**config.mk**
```make
export PLATFORM = sky130hd
export DESIGN_NAME = tilt_axis_calibrate_clamp_map_core
export DESIGN_NICKNAME = d
export VERILOG_FILES = /design/src/sv/tacm_pkg.sv /design/src/sv/tacm_div.sv /design/src/sv/tilt_axis_calibrate_clamp_map_core.sv
export SDC_FILE = /design/constraint.sdc
export NUM_CORES = 1
export LEC_CHECK = 0
export BUFFER_PORTS_ARGS = -buffer_cell sky130_fd_sc_hd__buf_2
export CAP_MARGIN = 20
export CORE_MARGIN = 5
export CORE_UTILIZATION = 50
export CTS_BUF_LIST = sky130_fd_sc_hd__clkbuf_8 sky130_fd_sc_hd__clkbuf_16
export DETAILED_ROUTE_END_ITERATION = 10
export PLACE_DENSITY = 0.67
export RECOVER_POWER = 50
export SLEW_MARGIN = 40
export SYNTH_ARGS = -nofsm -noshare
export SYNTH_HDL_FRONTEND = slang
export SYNTH_SLANG_ARGS = --single-unit
export TNS_END_PERCENT = 30
```
**constraint.sdc**
```tcl
create_clock -name clk -period 16.21 [get_ports clk]
set_input_delay 0.8105 -clock clk [delete_from_list [all_inputs] [get_ports clk]]
set_output_delay 0.8105 -clock clk [all_outputs]
set_load 0.005 [all_outputs]
```
**src/sv/tacm_pkg.sv**
```systemverilog
`default_nettype none
// ----------------------------------------------------------------------------
// tacm_pkg
// shared types and constants of the tilt calibrate, clamp and map core
// ----------------------------------------------------------------------------
package tacm_pkg;

    // limits after reset
    localparam int LIMIT_LOW_RESET  = 370;
    localparam int LIMIT_HIGH_RESET = 590;

    // map sequence: new bar/dot, new tilt, old bar/dot
    localparam int MAP_IDX_W     = 4;
    localparam int MAP_COUNT     = 10;
    localparam int MAP_X_TILT    = 4;
    localparam int MAP_Y_TILT    = 5;
    localparam int MAP_OLD_FIRST = 6;

    localparam int POS_W   = 6;
    localparam int POS_MAX = 63;

    // x bar, y bar, x dot, y dot: start and end of each range
    localparam logic [POS_W-1:0] POS_START [4] = '{6'd3, 6'd35, 6'd5, 6'd33};
    localparam logic [POS_W-1:0] POS_END   [4] = '{6'd46, 6'd2, 6'd33, 6'd5};

    typedef enum logic [2:0] {
        MODE_RUN    = 3'd0,
        MODE_CENTRE = 3'd1,
        MODE_BACK   = 3'd2,
        MODE_FRONT  = 3'd3,
        MODE_RIGHT  = 3'd4,
        MODE_LEFT   = 3'd5,
        MODE_DONE   = 3'd6
    } mode_t;

    typedef enum logic [2:0] {
        ST_IDLE,
        ST_SETUP,
        ST_MUL,
        ST_START,
        ST_WAIT,
        ST_STORE,
        ST_FIN
    } state_t;

    typedef struct packed {
        logic done;
        logic rem_nz;
    } div_stat_t;

endpackage
`default_nettype wire

```
**src/sv/tacm_div.sv**
```systemverilog
`default_nettype none
// ----------------------------------------------------------------------------
// tacm_div
// iterative restoring divider, one quotient bit per cycle
// ----------------------------------------------------------------------------
module tacm_div #(
    parameter int NUM_W = 20,
    parameter int DEN_W = 10
) (
    input  wire logic               clk,
    input  wire logic               rst_n,
    input  wire logic               start,
    input  wire logic [NUM_W-1:0]   num,
    input  wire logic [DEN_W-1:0]   den,
    output logic      [NUM_W-1:0]   quo,
    output tacm_pkg::div_stat_t     stat
);
    import tacm_pkg::*;

    localparam int CNT_W = $clog2(NUM_W + 1);

    logic             run_reg, run_next;
    logic             done_reg, done_next;
    logic [CNT_W-1:0] cnt_reg, cnt_next;
    logic [NUM_W-1:0] quo_reg, quo_next;
    logic [DEN_W-1:0] rem_reg, rem_next;
    logic [DEN_W-1:0] den_reg, den_next;

    logic [DEN_W:0]   shifted;
    logic [DEN_W:0]   diff;
    logic             fits;

    assign shifted = {rem_reg, quo_reg[NUM_W-1]};
    assign diff    = shifted - {1'b0, den_reg};
    assign fits    = (shifted >= {1'b0, den_reg});

    always_comb
    begin
        run_next  = run_reg;
        done_next = 1'b0;
        cnt_next  = cnt_reg;
        quo_next  = quo_reg;
        rem_next  = rem_reg;
        den_next  = den_reg;
        if (start)
        begin
            run_next = 1'b1;
            cnt_next = CNT_W'(NUM_W);
            quo_next = num;
            rem_next = '0;
            den_next = den;
        end
        else if (run_reg)
        begin
            quo_next = {quo_reg[NUM_W-2:0], fits};
            rem_next = fits ? diff[DEN_W-1:0] : shifted[DEN_W-1:0];
            cnt_next = cnt_reg - CNT_W'(1);
            if (cnt_reg == CNT_W'(1))
            begin
                run_next  = 1'b0;
                done_next = 1'b1;
            end
        end
    end

    always_ff @(posedge clk or negedge rst_n)
    begin
        if (!rst_n)
        begin
            run_reg  <= 1'b0;
            done_reg <= 1'b0;
            cnt_reg  <= '0;
        end
        else
        begin
            run_reg  <= run_next;
            done_reg <= done_next;
            cnt_reg  <= cnt_next;
        end
    end

    always_ff @(posedge clk)
    begin
        quo_reg <= quo_next;
        rem_reg <= rem_next;
        den_reg <= den_next;
    end

    assign quo         = quo_reg;
    assign stat.done   = done_reg;
    assign stat.rem_nz = |rem_reg;

endmodule
`default_nettype wire

```
**src/sv/tilt_axis_calibrate_clamp_map_core.sv**
```systemverilog
`default_nettype none
// ----------------------------------------------------------------------------
// tilt_axis_calibrate_clamp_map_core
// calibrates, clamps and maps averaged two-axis tilt samples
// ----------------------------------------------------------------------------
// Each request carries one averaged x/y sample and a calibrate flag and gives
// exactly one result. The calibrate flag starts a six-step sequence that
// captures the axis limits, one step per request. A sample equal to the
// stored previous one returns zero coordinates.
// A changed sample runs ten integer maps through one multiplier and one shared
// bit-serial divider of NUM_W = max(SAMPLE_BITS, 10) + TILT_FRAC_BITS + 2
// bits; a map skips the divider when the span of its axis is zero or
// inverted. The input side is ready only between items; a finished result
// waits in the output register while the next request is taken.
module tilt_axis_calibrate_clamp_map_core #(
    parameter int SAMPLE_BITS    = 10,
    parameter int TILT_FRAC_BITS = 8
) (
    input  wire logic clk,
    input  wire logic rst_n,
    input  wire logic s_axis_tvalid,
    output logic      s_axis_tready,
    // x_sample, y_sample
    input  wire logic [((2*SAMPLE_BITS+7)/8)*8-1:0] s_axis_tdata,
    // cal_request
    input  wire logic s_axis_tuser,
    output logic      m_axis_tvalid,
    input  wire logic m_axis_tready,
    // x_bar, y_bar, x_dot, y_dot, x_tilt, y_tilt,
    // old_x_bar, old_y_bar, old_x_dot, old_y_dot
    output logic [((48+2*(TILT_FRAC_BITS+2)+7)/8)*8-1:0] m_axis_tdata,
    // changed, mode
    output logic [3:0] m_axis_tuser
);
    import tacm_pkg::*;

    localparam int SB    = SAMPLE_BITS;
    localparam int LW    = (SAMPLE_BITS > 10) ? SAMPLE_BITS : 10;
    localparam int TW    = TILT_FRAC_BITS + 2;
    localparam int CMW   = TILT_FRAC_BITS + 2;
    localparam int NW    = LW + CMW;
    localparam int RW    = NW + 3;
    localparam int OUT_W = ((48 + 2*TW + 7) / 8) * 8;

    state_t state_reg, state_next;

    logic                 cal_active_reg, cal_active_next;
    logic [2:0]           cal_stage_reg, cal_stage_next;
    logic [LW-1:0]        x_lo_reg, x_lo_next, x_hi_reg, x_hi_next;
    logic [LW-1:0]        y_lo_reg, y_lo_next, y_hi_reg, y_hi_next;
    logic [LW-1:0]        x_last_reg, y_last_reg;
    mode_t                mode_reg, mode_next;
    logic [SB-1:0]        x_in_reg, y_in_reg;
    logic [LW-1:0]        xn_reg, yn_reg;
    logic                 changed_reg;
    logic [MAP_IDX_W-1:0] idx_reg;
    logic [NW-1:0]        prod_reg;
    logic [LW-1:0]        span_reg;
    logic                 neg_reg, degen_reg;
    logic [POS_W-1:0]     pos_reg [8];
    logic [TW-1:0]        tilt_reg [2];
    logic                 m_valid_reg;
    logic [OUT_W-1:0]     m_data_reg;
    logic [3:0]           m_user_reg;

    logic          accept;
    logic          out_free;
    logic          div_start;
    logic [SB-1:0] x_raw, y_raw;

    // operand selection for the current map
    logic                   sel_y, is_new, is_tilt, coef_neg;
    logic [1:0]             kind;
    logic [LW-1:0]          v, lo, hi;
    logic signed [LW:0]     d;
    logic [LW-1:0]          d_mag;
    logic [CMW-1:0]         coef_mag;
    logic [LW-1:0]          x_ext, y_ext, xn_c, yn_c;
    logic                   changed_c;

    // result forming
    logic [NW-1:0]          div_quo;
    div_stat_t              div_stat;
    logic [RW-1:0]          mag;
    logic signed [RW-1:0]   qs, a_ext, res;
    logic [POS_W-1:0]       pos_val;
    logic [2:0]             slot;

    assign x_raw    = s_axis_tdata[SB-1:0];
    assign y_raw    = s_axis_tdata[2*SB-1:SB];
    assign out_free = !m_valid_reg || m_axis_tready;
    assign accept   = s_axis_tvalid && s_axis_tready;

    // ---------------- state machine ----------------
    always_comb
    begin
        state_next = state_reg;
        unique case (state_reg)
            ST_IDLE:  if (s_axis_tvalid) state_next = ST_SETUP;
            ST_SETUP: state_next = changed_c ? ST_MUL : ST_FIN;
            ST_MUL:   state_next = (hi <= lo) ? ST_STORE : ST_START;
            ST_START: state_next = ST_WAIT;
            ST_WAIT:  if (div_stat.done) state_next = ST_STORE;
            ST_STORE: state_next = (idx_reg == MAP_IDX_W'(MAP_COUNT - 1)) ? ST_FIN : ST_MUL;
            ST_FIN:   if (out_free) state_next = ST_IDLE;
            default:  state_next = ST_IDLE;
        endcase
    end

    always_comb
    begin
        s_axis_tready = 1'b0;
        div_start     = 1'b0;
        unique case (state_reg)
            ST_IDLE:  s_axis_tready = 1'b1;
            ST_START: div_start     = 1'b1;
            default:  ;
        endcase
    end

    // ---------------- calibration sequence ----------------
    always_comb
    begin
        cal_active_next = cal_active_reg;
        cal_stage_next  = cal_stage_reg;
        x_lo_next       = x_lo_reg;
        x_hi_next       = x_hi_reg;
        y_lo_next       = y_lo_reg;
        y_hi_next       = y_hi_reg;
        mode_next       = mode_reg;
        if (accept)
        begin
            mode_next = MODE_RUN;
            if (cal_active_reg || s_axis_tuser)
            begin
                cal_active_next = 1'b1;
                cal_stage_next  = cal_stage_reg + 3'd1;
                unique case (cal_stage_reg)
                    3'd0: mode_next = MODE_CENTRE;
                    3'd1: mode_next = MODE_BACK;
                    3'd2:
                    begin
                        mode_next = MODE_FRONT;
                        y_hi_next = LW'(y_raw);
                    end
                    3'd3:
                    begin
                        mode_next = MODE_RIGHT;
                        y_lo_next = LW'(y_raw);
                    end
                    3'd4:
                    begin
                        mode_next = MODE_LEFT;
                        x_hi_next = LW'(x_raw);
                    end
                    default:
                    begin
                        mode_next       = MODE_DONE;
                        x_lo_next       = LW'(x_raw);
                        cal_stage_next  = 3'd0;
                        cal_active_next = 1'b0;
                    end
                endcase
            end
        end
    end

    // ---------------- clamp and change detect ----------------
    assign x_ext     = LW'(x_in_reg);
    assign y_ext     = LW'(y_in_reg);
    assign xn_c      = (x_ext >= x_hi_reg) ? x_hi_reg : ((x_ext <= x_lo_reg) ? x_lo_reg : x_ext);
    assign yn_c      = (y_ext >= y_hi_reg) ? y_hi_reg : ((y_ext <= y_lo_reg) ? y_lo_reg : y_ext);
    assign changed_c = (x_ext != x_last_reg) || (y_ext != y_last_reg);

    // ---------------- map operand selection ----------------
    always_comb
    begin
        sel_y   = idx_reg[0];
        is_new  = (idx_reg < MAP_IDX_W'(MAP_OLD_FIRST));
        is_tilt = (idx_reg == MAP_IDX_W'(MAP_X_TILT)) || (idx_reg == MAP_IDX_W'(MAP_Y_TILT));
        kind    = is_new ? idx_reg[1:0] : 2'(idx_reg - MAP_IDX_W'(MAP_OLD_FIRST));
        lo      = sel_y ? y_lo_reg : x_lo_reg;
        hi      = sel_y ? y_hi_reg : x_hi_reg;
        if (is_new)
            v = sel_y ? yn_reg : xn_reg;
        else
            v = sel_y ? y_last_reg : x_last_reg;
        d     = $signed({1'b0, v}) - $signed({1'b0, lo});
        d_mag = (d < 0) ? LW'(-d) : LW'(d);
        if (is_tilt)
        begin
            coef_neg = 1'b0;
            coef_mag = CMW'(1) << (TILT_FRAC_BITS + 1);
        end
        else if (POS_END[kind] < POS_START[kind])
        begin
            coef_neg = 1'b1;
            coef_mag = CMW'(POS_START[kind] - POS_END[kind]);
        end
        else
        begin
            coef_neg = 1'b0;
            coef_mag = CMW'(POS_END[kind] - POS_START[kind]);
        end
    end

    tacm_div #(
        .NUM_W (NW),
        .DEN_W (LW)
    ) u_div (
        .clk   (clk),
        .rst_n (rst_n),
        .start (div_start),
        .num   (prod_reg),
        .den   (span_reg),
        .quo   (div_quo),
        .stat  (div_stat)
    );

    // ---------------- floor correction and saturation ----------------
    always_comb
    begin
        mag = RW'(div_quo) + RW'(neg_reg && div_stat.rem_nz);
        if (degen_reg)
            qs = '0;
        else if (neg_reg)
            qs = -$signed(mag);
        else
            qs = $signed(mag);
        if (is_tilt)
            a_ext = -$signed(RW'(1) << TILT_FRAC_BITS);
        else
            a_ext = $signed(RW'(POS_START[kind]));
        res = a_ext + qs;
        if (res < 0)
            pos_val = '0;
        else if (res > $signed(RW'(POS_MAX)))
            pos_val = POS_W'(POS_MAX);
        else
            pos_val = res[POS_W-1:0];
        slot = is_new ? idx_reg[2:0] : 3'(idx_reg - MAP_IDX_W'(2));
    end

    // ---------------- registers ----------------
    always_ff @(posedge clk or negedge rst_n)
    begin
        if (!rst_n)
        begin
            state_reg      <= ST_IDLE;
            cal_active_reg <= 1'b0;
            cal_stage_reg  <= 3'd0;
            x_lo_reg       <= LW'(LIMIT_LOW_RESET);
            x_hi_reg       <= LW'(LIMIT_HIGH_RESET);
            y_lo_reg       <= LW'(LIMIT_LOW_RESET);
            y_hi_reg       <= LW'(LIMIT_HIGH_RESET);
            x_last_reg     <= '0;
            y_last_reg     <= '0;
            idx_reg        <= '0;
            m_valid_reg    <= 1'b0;
        end
        else
        begin
            state_reg      <= state_next;
            cal_active_reg <= cal_active_next;
            cal_stage_reg  <= cal_stage_next;
            x_lo_reg       <= x_lo_next;
            x_hi_reg       <= x_hi_next;
            y_lo_reg       <= y_lo_next;
            y_hi_reg       <= y_hi_next;
            if (state_reg == ST_SETUP)
                idx_reg <= '0;
            else if (state_reg == ST_STORE)
                idx_reg <= idx_reg + MAP_IDX_W'(1);
            if (state_reg == ST_FIN && out_free && changed_reg)
            begin
                x_last_reg <= xn_reg;
                y_last_reg <= yn_reg;
            end
            if (state_reg == ST_FIN && out_free)
                m_valid_reg <= 1'b1;
            else if (m_axis_tready)
                m_valid_reg <= 1'b0;
        end
    end

    always_ff @(posedge clk)
    begin
        mode_reg <= mode_next;
        if (accept)
        begin
            x_in_reg <= x_raw;
            y_in_reg <= y_raw;
        end
        if (state_reg == ST_SETUP)
        begin
            xn_reg      <= xn_c;
            yn_reg      <= yn_c;
            changed_reg <= changed_c;
        end
        if (state_reg == ST_MUL)
        begin
            prod_reg  <= NW'(coef_mag * d_mag);
            neg_reg   <= coef_neg ^ (d < 0);
            span_reg  <= hi - lo;
            degen_reg <= (hi <= lo);
        end
        if (state_reg == ST_STORE)
        begin
            if (is_tilt)
                tilt_reg[idx_reg[0]] <= res[TW-1:0];
            else
                pos_reg[slot] <= pos_val;
        end
        if (state_reg == ST_FIN && out_free)
        begin
            m_user_reg <= {mode_reg, changed_reg};
            if (changed_reg)
                m_data_reg <= OUT_W'({pos_reg[7], pos_reg[6], pos_reg[5], pos_reg[4],
                                      tilt_reg[1], tilt_reg[0],
                                      pos_reg[3], pos_reg[2], pos_reg[1], pos_reg[0]});
            else
                m_data_reg <= '0;
        end
    end

    assign m_axis_tvalid = m_valid_reg;
    assign m_axis_tdata  = m_data_reg;
    assign m_axis_tuser  = m_user_reg;

endmodule
`default_nettype wire
```
Yosys cells after proc, flatten, opt, wreduce, memory -nomap -nowiden:

Memories as Yosys holds them, arrays and structs flattened. A register that Yosys moved wholly into a read port is not among the register bits.
Cells that the tools add are included.

* reduce and logical (&&, ||, !) cells: 32
* order comparisons: 12
* equality and inequality tests: 19
* bitwise logic cells: 3
* add/sub/neg operators: 14
* muxes and demuxes: 60
* multiply operators: 1

Operator list (number)
* 2-to-1 mux 10 bit: 13
* 2-to-1 mux 23 bit: 3
* 2-to-1 mux 20 bit: 2
* 2-to-1 mux 6 bit: 6
* <= comparator 10 bit: 3
* binary-select mux 6 bit (select 2 bit): 2
* 2-to-1 mux 3 bit: 8
* adder 23 bit: 1
* greater-than comparator 23 x 7 -> 1 bit, second input constant: 1
* < comparator 23 x 1 -> 1 bit, second input constant: 1
* negation 21 -> 23 bit: 1
* adder 20 x 1 -> 21 bit: 1
* one-hot mux 3 bit (7 select lines): 1
* >= comparator 10 bit: 2
* multiplier 10 x 10 -> 20 bit: 1
* inequality test 10 bit: 2
* subtractor 10 bit: 2
* 2-to-1 mux 1 bit: 19
* one-hot mux 3 bit (5 select lines): 1
* AND reduction 3 bit: 5
* subtractor 6 x 6 -> 7 bit: 2
* == test 3 x 2 -> 1 bit, second input constant: 4
* == test 3 bit, second input constant: 4
* >= comparator 11 x 10 -> 1 bit: 1
* other kinds (31): 55

* output and inout port bits: 78
* bits in registers: 203
* bits in writable memories: 68
* memories: 2

Memory list
* pos_reg: words 8, width 6, rd ports 8, clocked after memory_dff 8, write ports 1, line tilt_axis_calibrate_clamp_map_core.sv:60 `logic [POS_W-1:0] pos_reg [8];`
* tilt_reg: words 2, width 10, rd ports 2, clocked after memory_dff 2, write ports 1, line tilt_axis_calibrate_clamp_map_core.sv:61 `logic [TW-1:0] tilt_reg [2];`

Logic depth before layout (Yosys ltp):

Gate-level depths: netlist of the first run.

* depth in word-level cells: 11
* depth in mapped cells: 40

Cells and area by module:

Synthesis of the first run repeated with hierarchy kept, for this count alone.

* cell total of the unflattened synthesis: 1926
* area, all modules: 21246.6 um2

By module, submodules not included
* tilt_axis_calibrate_clamp_map_core: sequential area each 8313.0 um2, times used 1, cells an instance 1723, area each 18801.8 um2
* tacm_div: sequential area each 1276.2 um2, times used 1, cells an instance 203, area each 2444.8 um2

Least setup slack after synthesis of the first run:

Ideal clock, no wire load.

* path type: register -> register
* start: reg idx_reg[0]
* end: reg prod_reg[18], data pin
* path buffers: 4
* slack: 7.149 ns
* required time: 15.952 ns
* data arrival time: 8.804 ns
* stages on the path, launching flop included: 39
* setup time: 0.258 ns
* cells stage by stage: dfrtp_1 -> clkbuf_1 -> buf_1 -> clkbuf_1 -> mux2_2 -> ha_1 -> fa_1 -> nor2b_1 -> o21ai_0 -> a21boi_0 -> o21ai_0 -> a21boi_0 -> o21ai_0 -> nand2b_1 -> a21o_1 -> a21oi_1 -> clkbuf_1 -> nor2b_1 -> (+3 left out) -> inv_1 -> fa_1 -> inv_1 -> fa_1 -> inv_1 -> fa_1 -> inv_1 -> fa_1 -> inv_1 -> ha_1 -> nor2b_1 -> o21ai_0 -> a21oi_1 -> o21ai_0 -> nand2b_1 -> nand3b_1 -> a21oi_1 -> xnor2_1

* longest elaborated chain between the ends: 10
* elaborated cells between the ends (all ways): 27
* classes of those cells: 5 x add/sub; 1 x mul; 3 x order compare; 2 x eq/ne; 14 x mux; 1 x bitwise; 1 x reduce/logical

Ends and longest elaborated chain
* start, declared: line tilt_axis_calibrate_clamp_map_core.sv:56 `logic [MAP_IDX_W-1:0] idx_reg;`
* start signal, assigned: line tilt_axis_calibrate_clamp_map_core.sv:273 `idx_reg <= idx_reg + MAP_IDX_W'(1);`
* parallel branches: the longest is 9 deep, another holds subtractor 10 x 10 -> 11 bit
* multiplier 10 x 10 -> 20 bit (*): line tilt_axis_calibrate_clamp_map_core.sv:302 `prod_reg <= NW'(coef_mag * d_mag);`
* end signal, assigned: line tilt_axis_calibrate_clamp_map_core.sv:302
* end, declared: line tilt_axis_calibrate_clamp_map_core.sv:57 `logic [NW-1:0] prod_reg;`

Mark *: on every way between the ends. The select of a mux whose other input is x is not followed.
A chain may end at the register's enable or synchronous reset.

Worst setup path in the final report of the first run:

Ends and elaborated chain as after synthesis.

==> results of run 1 <==
worst reg2reg max path, delay by kind of cell, from the launching register on:
family | cells | cell delay [ns]
adders and majority gates | 7 | 3.36
buffers and inverters | 7 | 3.27
xor gates and xnor gates | 2 | 0.78
and+or+nand+nor | 7 | 0.93
DFF | 1 | 0.34
AOI/OAI and AO/OA | 12 | 2.63
cells by family (layout without fill, tap and decap cells):
logic type,Yosys count,count (layout),synth area share
simple gates,646,646,0.1482
flops,335,335,0.4555
compound gates,314,314,0.09366
fa+ha+maj,233,233,0.1620
buf+inv,232,355,0.04297
xor+xnor,121,121,0.05069
mux,81,81,0.04683
other cells,1,4,0.0001781
worst max-delay path by stage:
| stage | end | depth (start not counted) | slack, ns | from |
|---|---|---|---|---|
| 6_report | prod_reg[18] | 35 | 4.68 | idx_reg[0] |
| 5_1_grt | prod_reg[18] | 35 | 3.58 | idx_reg[0] |
| 4_1_cts | prod_reg[18] | 35 | 6.65 | idx_reg[0] |
| 3_5_place_dp | prod_reg[18] | 35 | 6.68 | idx_reg[0] |
| 3_3_place_gp | prod_reg[18] | 35 | 6.67 | idx_reg[0] |
| 2_1_floorplan | prod_reg[18] | 38 | 7.15 | idx_reg[0] |
metrics by stage:
stage	power, uW	utilization	worst slack [ns]	cells	cell area, um^2
6_report	1746	0.5579	4.685	2628	23300
3_3_place_gp	938.3	0.5294	6.674	2558	22110
2_1_floorplan	930.3	-	7.149	1966	21070
4_1_cts	1768	0.5601	6.645	2627	23390
3_5_place_dp	938.6	0.5308	6.676	2558	22170
5_1_grt	1807	0.5579	3.583	2628	23300
routing by layer:
metal,routed length [um],part of all wire,vias to the layer above,GRT usage
met5,13,0.00028,-,0
met4,1149,0.025,2,0.05355
met3,2254,0.049,86,0.03335
met2,22460,0.49,325,0.3428
met1,19940,0.44,6848,0.2611
li1,-,-,7008,-
area by class of cell:
type | count | area, um^2
clock buffer | 45 | 1059
clock inverter | 24 | 165.2
fill | 3555 | 18460
inverter | 169 | 634.4
multi-input combinational | 1399 | 10630
sequential | 335 | 9590
tap | 539 | 674.4
timing repair buffer | 117 | 541.8
synthesized netlist by cell type, types with 29 or more instances:
cell | count | area, um^2
nor2b_1 | 29 | 181.4
o21ai_0 | 107 | 535.5
mux2_2 | 36 | 405.4
inv_1 | 167 | 626.9
a21oi_1 | 72 | 360.4
edfxtp_1 | 246 | 7387
fa_1 | 66 | 1321
mux2i_1 | 33 | 330.3
clkbuf_1 | 47 | 176.4
xnor2_1 | 72 | 630.6
ha_1 | 167 | 2090
xor2_1 | 48 | 420.4
and2_1 | 74 | 462.9
nand2_1 | 208 | 780.8
dfrtp_1 | 59 | 1476
nor2_1 | 171 | 641.9
power by group through the flow:
| stage | clock network (uW) | registers (uW) | logic [uW] |
|---|---|---|---|
| finish | 826 | 912 | 8.32 |
| global route | 886 | 911 | 9.76 |
| CTS | 846 | 912 | 9.43 |
| detailed placement | 0 | 929 | 9.42 |
| global placement | 0 | 929 | 9.16 |
| floorplan | 0 | 929 | 1.02 |
cells in the final DEF (no fill, tap or decap), types with 14 or more instances in the layout:
| master | n |
|---|---|
| a211oi_1 | 14 |
| a21o_1 | 27 |
| a21oi_1 | 71 |
| and2_0 | 45 |
| and2_1 | 30 |
| and3_1 | 16 |
| buf_2 | 40 |
| clkbuf_1 | 64 |
| clkbuf_16 | 39 |
| dfrtp_1 | 58 |
| dfstp_2 | 20 |
| edfxtp_1 | 246 |
| fa_1 | 66 |
| ha_1 | 167 |
| inv_1 | 174 |
| mux2_2 | 35 |
| mux2i_1 | 33 |
| nand2_1 | 207 |
| nand2b_1 | 27 |
| nand3_1 | 24 |
| nand4_1 | 17 |
| nor2_1 | 171 |
| nor2b_1 | 29 |
| nor3_1 | 22 |
| o21ai_0 | 106 |
| xnor2_1 | 72 |
| xor2_1 | 47 |
==> results.yml, run 1 <==
setup_path:
  arrival_ns: 11.81
  timing.rr.end: "prod_reg[18]"
  r2r_slack_ns: 4.68
  slowest_delay_ns: 2.00
  critPathCaptureType: "flop"
  worstPathRequired_ns: 16.50
  r2r_cells: 35
  cp_top_family: "adder cells"
  path_buf_inv: 7
  path_max_fanout: 50
  path_class: "reg2reg"
  r2r_start: "idx_reg[0]"
  crit_path_top_delay_cell: "clkbuf_1"
  crit_path_start_kind: "flop"
drt:
  vias: 14270
  drt_pass1_iterations: 5
  drt_iter0_drc: 854
  wl_per_cell_um: 17.43
  ant_nets: 0
  viasPerCell: 5.430
  drcViolationCount: 0
  wirelength_mm: 45.82
sta:
  finalClockSkew_ns: 0.01938
  worstMarginPinSlew_ns: 2.854
  relSlewSlack: -0.9025
  period_minus_slack_ns: 11.53
  rsz0062_at_grt: "no"
  timing.final.crit_share: 0.7110
  finalHoldViolCount: 0
  fin_setup_tns_ns: 0
  finalSetupViolCount: 0
  maxSlewViolCount: 240
  max_clock_freq_ghz: 0.08677
  timing.hold.ws_ns: 0.4022
power_and_ir_drop:
  power_density_nw_per_um2: 74.95
  switching_share: 0.2003
  vdd_drop_max_mv: 0.07678
  p_leak_uw: 0.009902
  clkPwrFrac: 0.473
  seqPwrFrac: 0.522
  p_int_uw: 1396
  comb_power_share: 0.005
  switchingPower_uw: 349.8
logic_synthesis:
  syn_area_per_cell_um2: 10.73
  synth_edf_count: 246
  ys_warn_count: 0
  seq_area_frac_synth: 0.4555
  async_flop_share: 0.2358
  ys.flop_type: "edfxtp_1"
  ys_types: 84
  syn-cell-area_um2: 21050
  synthCells: 1963
  ys_ff_latch: 335
placed_design:
  numPortBuffers: 98
  dp_hpwl_mm: 34.85
  gp_congestion: 0.8772
layout:
  diodes: 0
  syn_to_final_growth_pct: 10.66
  final_layout_size_suffix_gt1_frac: 0.1024
  largest_reg_flops: 68
  nets: 2322
global_routing:
  grt_pass1_wl_mm: 75.49
  grt-ovfl-total: 0
  first_global_vias: 14350
  grt_max_degree: 71
  grt_util_all_layers: 0.1985
  antenna_found_initial: 1
cts:
  cts_max_path_buffers: 3
  h-tree-depth: 2
  cts_sinks: 335
  clk_pin_slew_ns: 0.06
  cts_setup_buffers: 0
  hold_buffers: 0
  cts-root-buf: "clkbuf_16"
  cts_tree: "yes"
  worst_skew_pair.late_latency_ns: 0.55
  cts_buffers: 38
  cts_resized: 0
floorplan:
  start_util: 0.5042
  die-area_um2: 46310
  die_w_um: 215.2
  num_rows: 75
  core_area_um2: 41760
  die_h_um: 215.2
  io_pins: 107
worst_hold_path:
  holdCritPathClass: "reg2reg"
  min_to: "m_axis_tuser[2]"
  min_path_cells: 0
  hp-start: "mode_reg[1]"
job:
  maxCapViolations: 6
status:
  violations: "max-capacitance violations, max-slew violations"
  outcome: "finished, violations left"
Note: power is estimated with default switching activity, not from simulation.
==> inputs of run 2 (changes only) <==
--- a/config.mk
+++ b/config.mk
@@ -11,7 +11,7 @@
 export CORE_UTILIZATION = 50
 export CTS_BUF_LIST = sky130_fd_sc_hd__clkbuf_8 sky130_fd_sc_hd__clkbuf_16
 export DETAILED_ROUTE_END_ITERATION = 10
-export PLACE_DENSITY = 0.67
+export PLACE_DENSITY = 0.7
 export RECOVER_POWER = 50
 export SLEW_MARGIN = 40
 export SYNTH_ARGS = -nofsm -noshare
==> constraint.sdc (replaced) <==
create_clock -name clk -period 10.47 [get_ports clk]
set_input_delay 0.5235 -clock clk [delete_from_list [all_inputs] [get_ports clk]]
set_output_delay 0.5235 -clock clk [all_outputs]
set_load 0.005 [all_outputs]
==> run 2 against run 1 <==
  * The flow still finishes with violations (max-capacitance violations, max-slew violations)
  * Routed wire length up 1.3%
  * Power is 53% higher
  * Flip-flop and latch count did not move
  * Final cell count grew 0.15%
  * Register-to-register slack worse by 3.6 ns
  * Via count up 0.27%
  * Sequential power increased by 55%
  * Maximum frequency rose by 23%
==> results.yml, run 2 (same netlist as run 1, synthesis figures left out) <==
power_and_ir_drop:
  vdd_drop_max_mv: 0.1253
  clkPwrFrac: 0.467
  seqPwrFrac: 0.528
  p_leak_uw: 0.009890
  p_int_uw: 2142
  switchingPower_uw: 533.2
  switching_share: 0.1993
  power_density_nw_per_um2: 114.9
  comb_power_share: 0.005
  p_total_uw: 2675
floorplan:
  die_w_um: 215.2
  start_util: 0.5042
  io_pins: 107
  num_rows: 75
  core_area_um2: 41760
  die-area_um2: 46310
  die_h_um: 215.2
setup_path:
  r2r_start: "idx_reg[0]"
  path_max_fanout: 28
  crit_end: "prod_reg[18]"
  startpoint: "idx_reg[0]"
  crit_path_top_delay_cell: "dfrtp_2"
  r2r_slack_ns: 1.11
  arrival_ns: 9.64
  timing.rr.end: "prod_reg[18]"
  slowest_delay_ns: 0.66
  path_class: "reg2reg"
  crit_path_start_kind: "flop"
  critPathCaptureType: "flop"
  worstPathRequired_ns: 10.76
  r2r_cells: 37
cts:
  h-tree-depth: 2
  cts-root-buf: "clkbuf_16"
  cts_tree: "yes"
  worst_skew_pair.late_latency_ns: 0.55
  cts_buffers: 37
  clk_pin_slew_ns: 0.06
  hold_buffers: 1
  cts_resized: 0
  cts_max_path_buffers: 3
  cts_sinks: 335
  cts_setup_buffers: 0
sta:
  timing.hold.ws_ns: 0.2069
  finalHoldViolCount: 0
  rsz0062_at_grt: "no"
  worstMarginPinSlew_ns: 4.145
  fin_setup_tns_ns: 0
  relSlewSlack: -1.763
  finalSetupViolCount: 0
  period_minus_slack_ns: 9.357
  finalClockSkew_ns: 0.02088
  timing.final.crit_share: 0.8937
  maxSlewViolCount: 276
  max_clock_freq_ghz: 0.1069
layout:
  final_cell_mix: "edfxtp_1 (246), nand2_1 (207), inv_1 (175), nor2_1 (171), ha_1 (167)"
  finish.instance_area_um2: 23280
  nets: 2327
  diodes: 0
  largest_reg_flops: 68
  final_common_cell: "edfxtp_1"
  syn_to_final_growth_pct: 10.60
  final_layout_size_suffix_gt1_frac: 0.1027
drt:
  viasPerCell: 5.436
  vias: 14310
  drcViolationCount: 0
  drt_iter0_drc: 831
  wirelength_mm: 46.43
  ant_nets: 0
  drt_pass1_iterations: 5
  wl_per_cell_um: 17.64
global_routing:
  met2_usage: 0.3481
  grt_pass1_wl_mm: 76.09
  grtUsageMet3: 0.03335
  grt_util_all_layers: 0.2005
  grt-ovfl-total: 0
  grt_use_met1: 0.2531
  antenna_found_initial: 1
  first_global_vias: 14670
  grt_busiest_layer: "met2"
  grt_max_degree: 73
worst_hold_path:
  holdCritPathClass: "in2reg"
status:
  outcome: "finished, violations left"
  violations: "max-capacitance violations, max-slew violations"
placed_design:
  dp_hpwl_mm: 35.29
  gp_congestion: 0.8877
  numPortBuffers: 98
  dpl_cell_area_um2: 22210
job:
  maxCapViolations: 5
[run 2: cell types whose count changed in the layout (fill, tap and decap cells not counted), sizes merged]
cell	change
clkinvlp	+2
dlygate4sd3	+1
inv	+3
clkinv	-2
bufinv	+2
clkbuf	-5
buf	+3
[run 2: area by class of cell]
| type | instances | area [um^2] |
|---|---|---|
| Fill cell | 3530 | 18470 |
| Multi-Input combinational cell | 1399 | 10640 |
| Sequential cell | 335 | 9590 |
| Clock buffer | 38 | 939.7 |
| Tap cell | 539 | 674.4 |
| Inverter | 169 | 634.4 |
| Timing Repair Buffer | 123 | 586.8 |
| Clock inverter | 29 | 222.7 |
[run 2: per-layer routing]
layer | part of all wire | up-vias | routed length (um)
met2 | 0.50 | 339 | 23030
met3 | 0.047 | 95 | 2171
li1 | - | 7021 | -
met4 | 0.033 | 2 | 1537
met1 | 0.42 | 6851 | 19680
met5 | 0.00026 | - | 12
[run 2: power groups by stage]
| stage | combinational, uW | sequential (uW) | clock (uW) |
|---|---|---|---|
| final | 13.1 | 1410 | 1250 |
| after global routing | 15.3 | 1410 | 1350 |
| after CTS | 15.1 | 1410 | 1280 |
| after detailed placement | 14.7 | 1440 | 0 |
| after global placement | 14.1 | 1440 | 0 |
| after floorplan | 1.58 | 1440 | 0 |
[run 2: how the worst min path moves through the flow]
stage               cells past startpoint        startpoint  slack (ns)             end
finish                                  3  s_axis_tdata[19]        0.21     y_hi_reg[9]
global route                            1  s_axis_tdata[15]        0.20        y_ext[5]
CTS                                     1  s_axis_tdata[15]        0.15        y_ext[5]
detailed placement                      1             rst_n        0.36  cal_active_reg
global placement                        1             rst_n        0.35  cal_active_reg
floorplan                               0             rst_n        0.23  cal_active_reg
[run 2: critical path: cells and delay by family (launching register included)]
kind / cells / cell delay, ns
adder cells (fa/ha/maj): 7 / 2.74
XOR/XNOR: 2 / 0.61
buffers and inverters: 6 / 0.89
flip-flops: 1 / 0.66
AND/OR/NAND/NOR: 7 / 0.86
AO/OA/AOI/OAI: 15 / 3.33
[run 2: metrics by stage]
stage,utilization,setup slack [ns],instances
floorplan,-,1.409,1966
global placement,0.5303,1.281,2563
detailed placement,0.5320,0.9511,2564
CTS,0.5600,0.9097,2632
global route,0.5576,0.1597,2632
finish,0.5576,1.113,2632
==> inputs of run 3 (changes only) <==
--- a/config.mk
+++ b/config.mk
@@ -9,8 +9,8 @@
 export CAP_MARGIN = 20
 export CORE_MARGIN = 5
 export CORE_UTILIZATION = 50
-export CTS_BUF_LIST = sky130_fd_sc_hd__clkbuf_8 sky130_fd_sc_hd__clkbuf_16
 export DETAILED_ROUTE_END_ITERATION = 10
+export GPL_TIMING_DRIVEN = 0
 export PLACE_DENSITY = 0.7
 export RECOVER_POWER = 50
 export SLEW_MARGIN = 40
==> run 3 against run 2 <==
  * The flow still finishes with violations (max-capacitance violations, max-slew violations)
  * Die area unchanged
  * Sequential share of layout area is 0.43 points lower
  * Routed wire length increased by 5.3%
  * Flip-flop and latch count unchanged
  * Clock power about the same
  * Critical path type unchanged
==> results.yml, run 3 (same netlist as run 1, synthesis figures left out) <==
worst_hold_path:
  min_path_cells: 3
  min_to: "x_lo_reg[8]"
  holdCritPathClass: "in2reg"
  hp-start: "s_axis_tdata[8]"
layout:
  final_layout_size_suffix_gt1_frac: 0.1059
  syn_to_final_growth_pct: 11.75
  largest_reg_flops: 68
  nets: 2375
  utilization: 0.5634
  diodes: 0
  final_common_cell: "edfxtp_1"
  final_cell_count_no_fill: 2682
  finish.instance_area_um2: 23530
  final_cell_mix: "edfxtp_1 (246), nand2_1 (207), nor2_1 (170), inv_1 (167), ha_1 (167)"
status:
  violations: "max-capacitance violations, max-slew violations"
  outcome: "finished, violations left"
drt:
  wl_per_cell_um: 18.23
  drt_pass1_iterations: 5
  ant_nets: 0
  vias: 14750
  drt_iter0_drc: 924
  viasPerCell: 5.500
  wirelength_mm: 48.89
  drcViolationCount: 0
setup_path:
  path_buf_inv: 9
  cp_top_family: "adder cells"
  critPathCaptureType: "flop"
  path_class: "reg2reg"
  r2r_start: "idx_reg[0]"
  path_common_cell: "fa_1"
  slowest_delay_ns: 0.58
  crit_path_start_kind: "flop"
  path_max_fanout: 10
  timing.rr.end: "prod_reg[18]"
  r2r_slack_ns: 0.56
  arrival_ns: 10.20
  crit_path_top_delay_cell: "fa_1"
  r2r_cells: 38
  crit_cells: 38
  worstPathRequired_ns: 10.76
cts:
  cts-root-buf: "clkbuf_16"
  clk_pin_slew_ns: 0.06
  cts_tree: "yes"
  h-tree-depth: 2
  cts_max_path_buffers: 3
  cts_sinks: 335
  cts_buffers: 38
  cts_setup_buffers: 0
  worst_skew_pair.late_latency_ns: 0.57
global_routing:
  grt_max_degree: 48
  grt_pass1_wl_mm: 79.18
  first_global_vias: 14990
  grt-ovfl-total: 0
  antenna_found_initial: 0
  grt_util_all_layers: 0.2107
floorplan:
  die_w_um: 215.2
  die-area_um2: 46310
  die_h_um: 215.2
  num_rows: 75
  core_area_um2: 41760
  io_pins: 107
  start_util: 0.5042
sta:
  timing.final.crit_share: 0.9462
  relSlewSlack: -0.7810
  period_minus_slack_ns: 9.907
  timing.hold.ws_ns: 0.1901
  rsz0062_at_grt: "no"
  finalHoldViolCount: 0
  finalClockSkew_ns: 0.02737
  max_clock_freq_ghz: 0.1009
  finalSetupViolCount: 0
  maxSlewViolCount: 142
  worstMarginPinSlew_ns: 2.671
placed_design:
  dp_hpwl_mm: 37.99
  gp_congestion: 0.9081
  dpl_cell_area_um2: 22460
  dp.cells: 2611
  numPortBuffers: 98
power_and_ir_drop:
  p_leak_uw: 0.009968
  vdd_drop_max_mv: 0.1254
  power_density_nw_per_um2: 113.9
  p_total_uw: 2679
job:
  maxCapViolations: 4
run 3: changes by cell type in the layout (fill, tap and decap cells not counted), moves of 3 or more:
cell	before	now
bufinv_16	3	0
buf_2	38	44
inv_1	175	167
clkbuf_2	0	4
clkinv_4	0	3
clkbuf_1	66	113
buf_4	16	6
xor2_1	48	45
xor2_2	0	3
buf_1	1	4
run 3: stage by stage:
| stage | setup TNS, ns | setup WS, ns |
|---|---|---|
| floorplan | 0 | 1.409 |
| global placement | -1.362 | -0.4077 |
| detailed placement | -1.864 | -0.5224 |
| CTS | 0 | 0.07467 |
| global route | 0 | 0.005715 |
| finish | 0 | 0.5632 |
run 3: worst max-delay path by stage:
| stage | startpoint | to |
|---|---|---|
| 6_report | idx_reg[0] | prod_reg[18] |
| 5_1_grt | idx_reg[0] | prod_reg[18] |
| 2_1_floorplan | idx_reg[0] | prod_reg[18] |
| 4_1_cts | idx_reg[0] | prod_reg[18] |
| 3_3_place_gp | idx_reg[0] | prod_reg[18] |
| 3_5_place_dp | idx_reg[0] | prod_reg[18] |
run 3: per-layer routing:
layer,GRT usage,up-vias,part of all wire
met4,0.07745,0,0.038
met3,0.03251,107,0.048
met5,0,-,0
li1,-,7114,-
met2,0.3692,351,0.50
met1,0.2655,7180,0.42
run 3: timing repair:
action,CTS,global route
cloned,0,0
gates resized for setup,4,8
hold buffers,1,0
endpoints found under the setup margin,7,7
endpoints found under the hold margin,17,0
run 3: worst register-to-register path, delay by kind of cell, from the launching register on:
family / cells / cell delay, ns
xor gates and xnor gates: 2 / 0.52
adders and majority gates: 8 / 3.58
muxes: 1 / 0.41
and+or+nand+nor: 7 / 1.07
AOI/OAI and AO/OA: 11 / 1.97
DFF: 1 / 0.56
buffers and inverters: 9 / 1.50
run 3: final cells by class:
class                      instances  area, um^2
tap                              539       674.4
inverter                         169       634.4
clock inverter                    24       160.2
timing repair buffer             107       505.5
sequential                       335        9589
multi-input combinational       1399       10670
fill                            3542       18230
buffer                            63       280.3
clock buffer                      46        1012
run 3: power by group:
group | internal (uW) | leakage, uW | switching [uW]
Sequential | 1410 | 0.00321 | 0.00000000000000764
Clock | 698 | 0.000574 | 555
Combinational | 3.54 | 0.00618 | 10.3
Total | 2110 | 0.00997 | 566
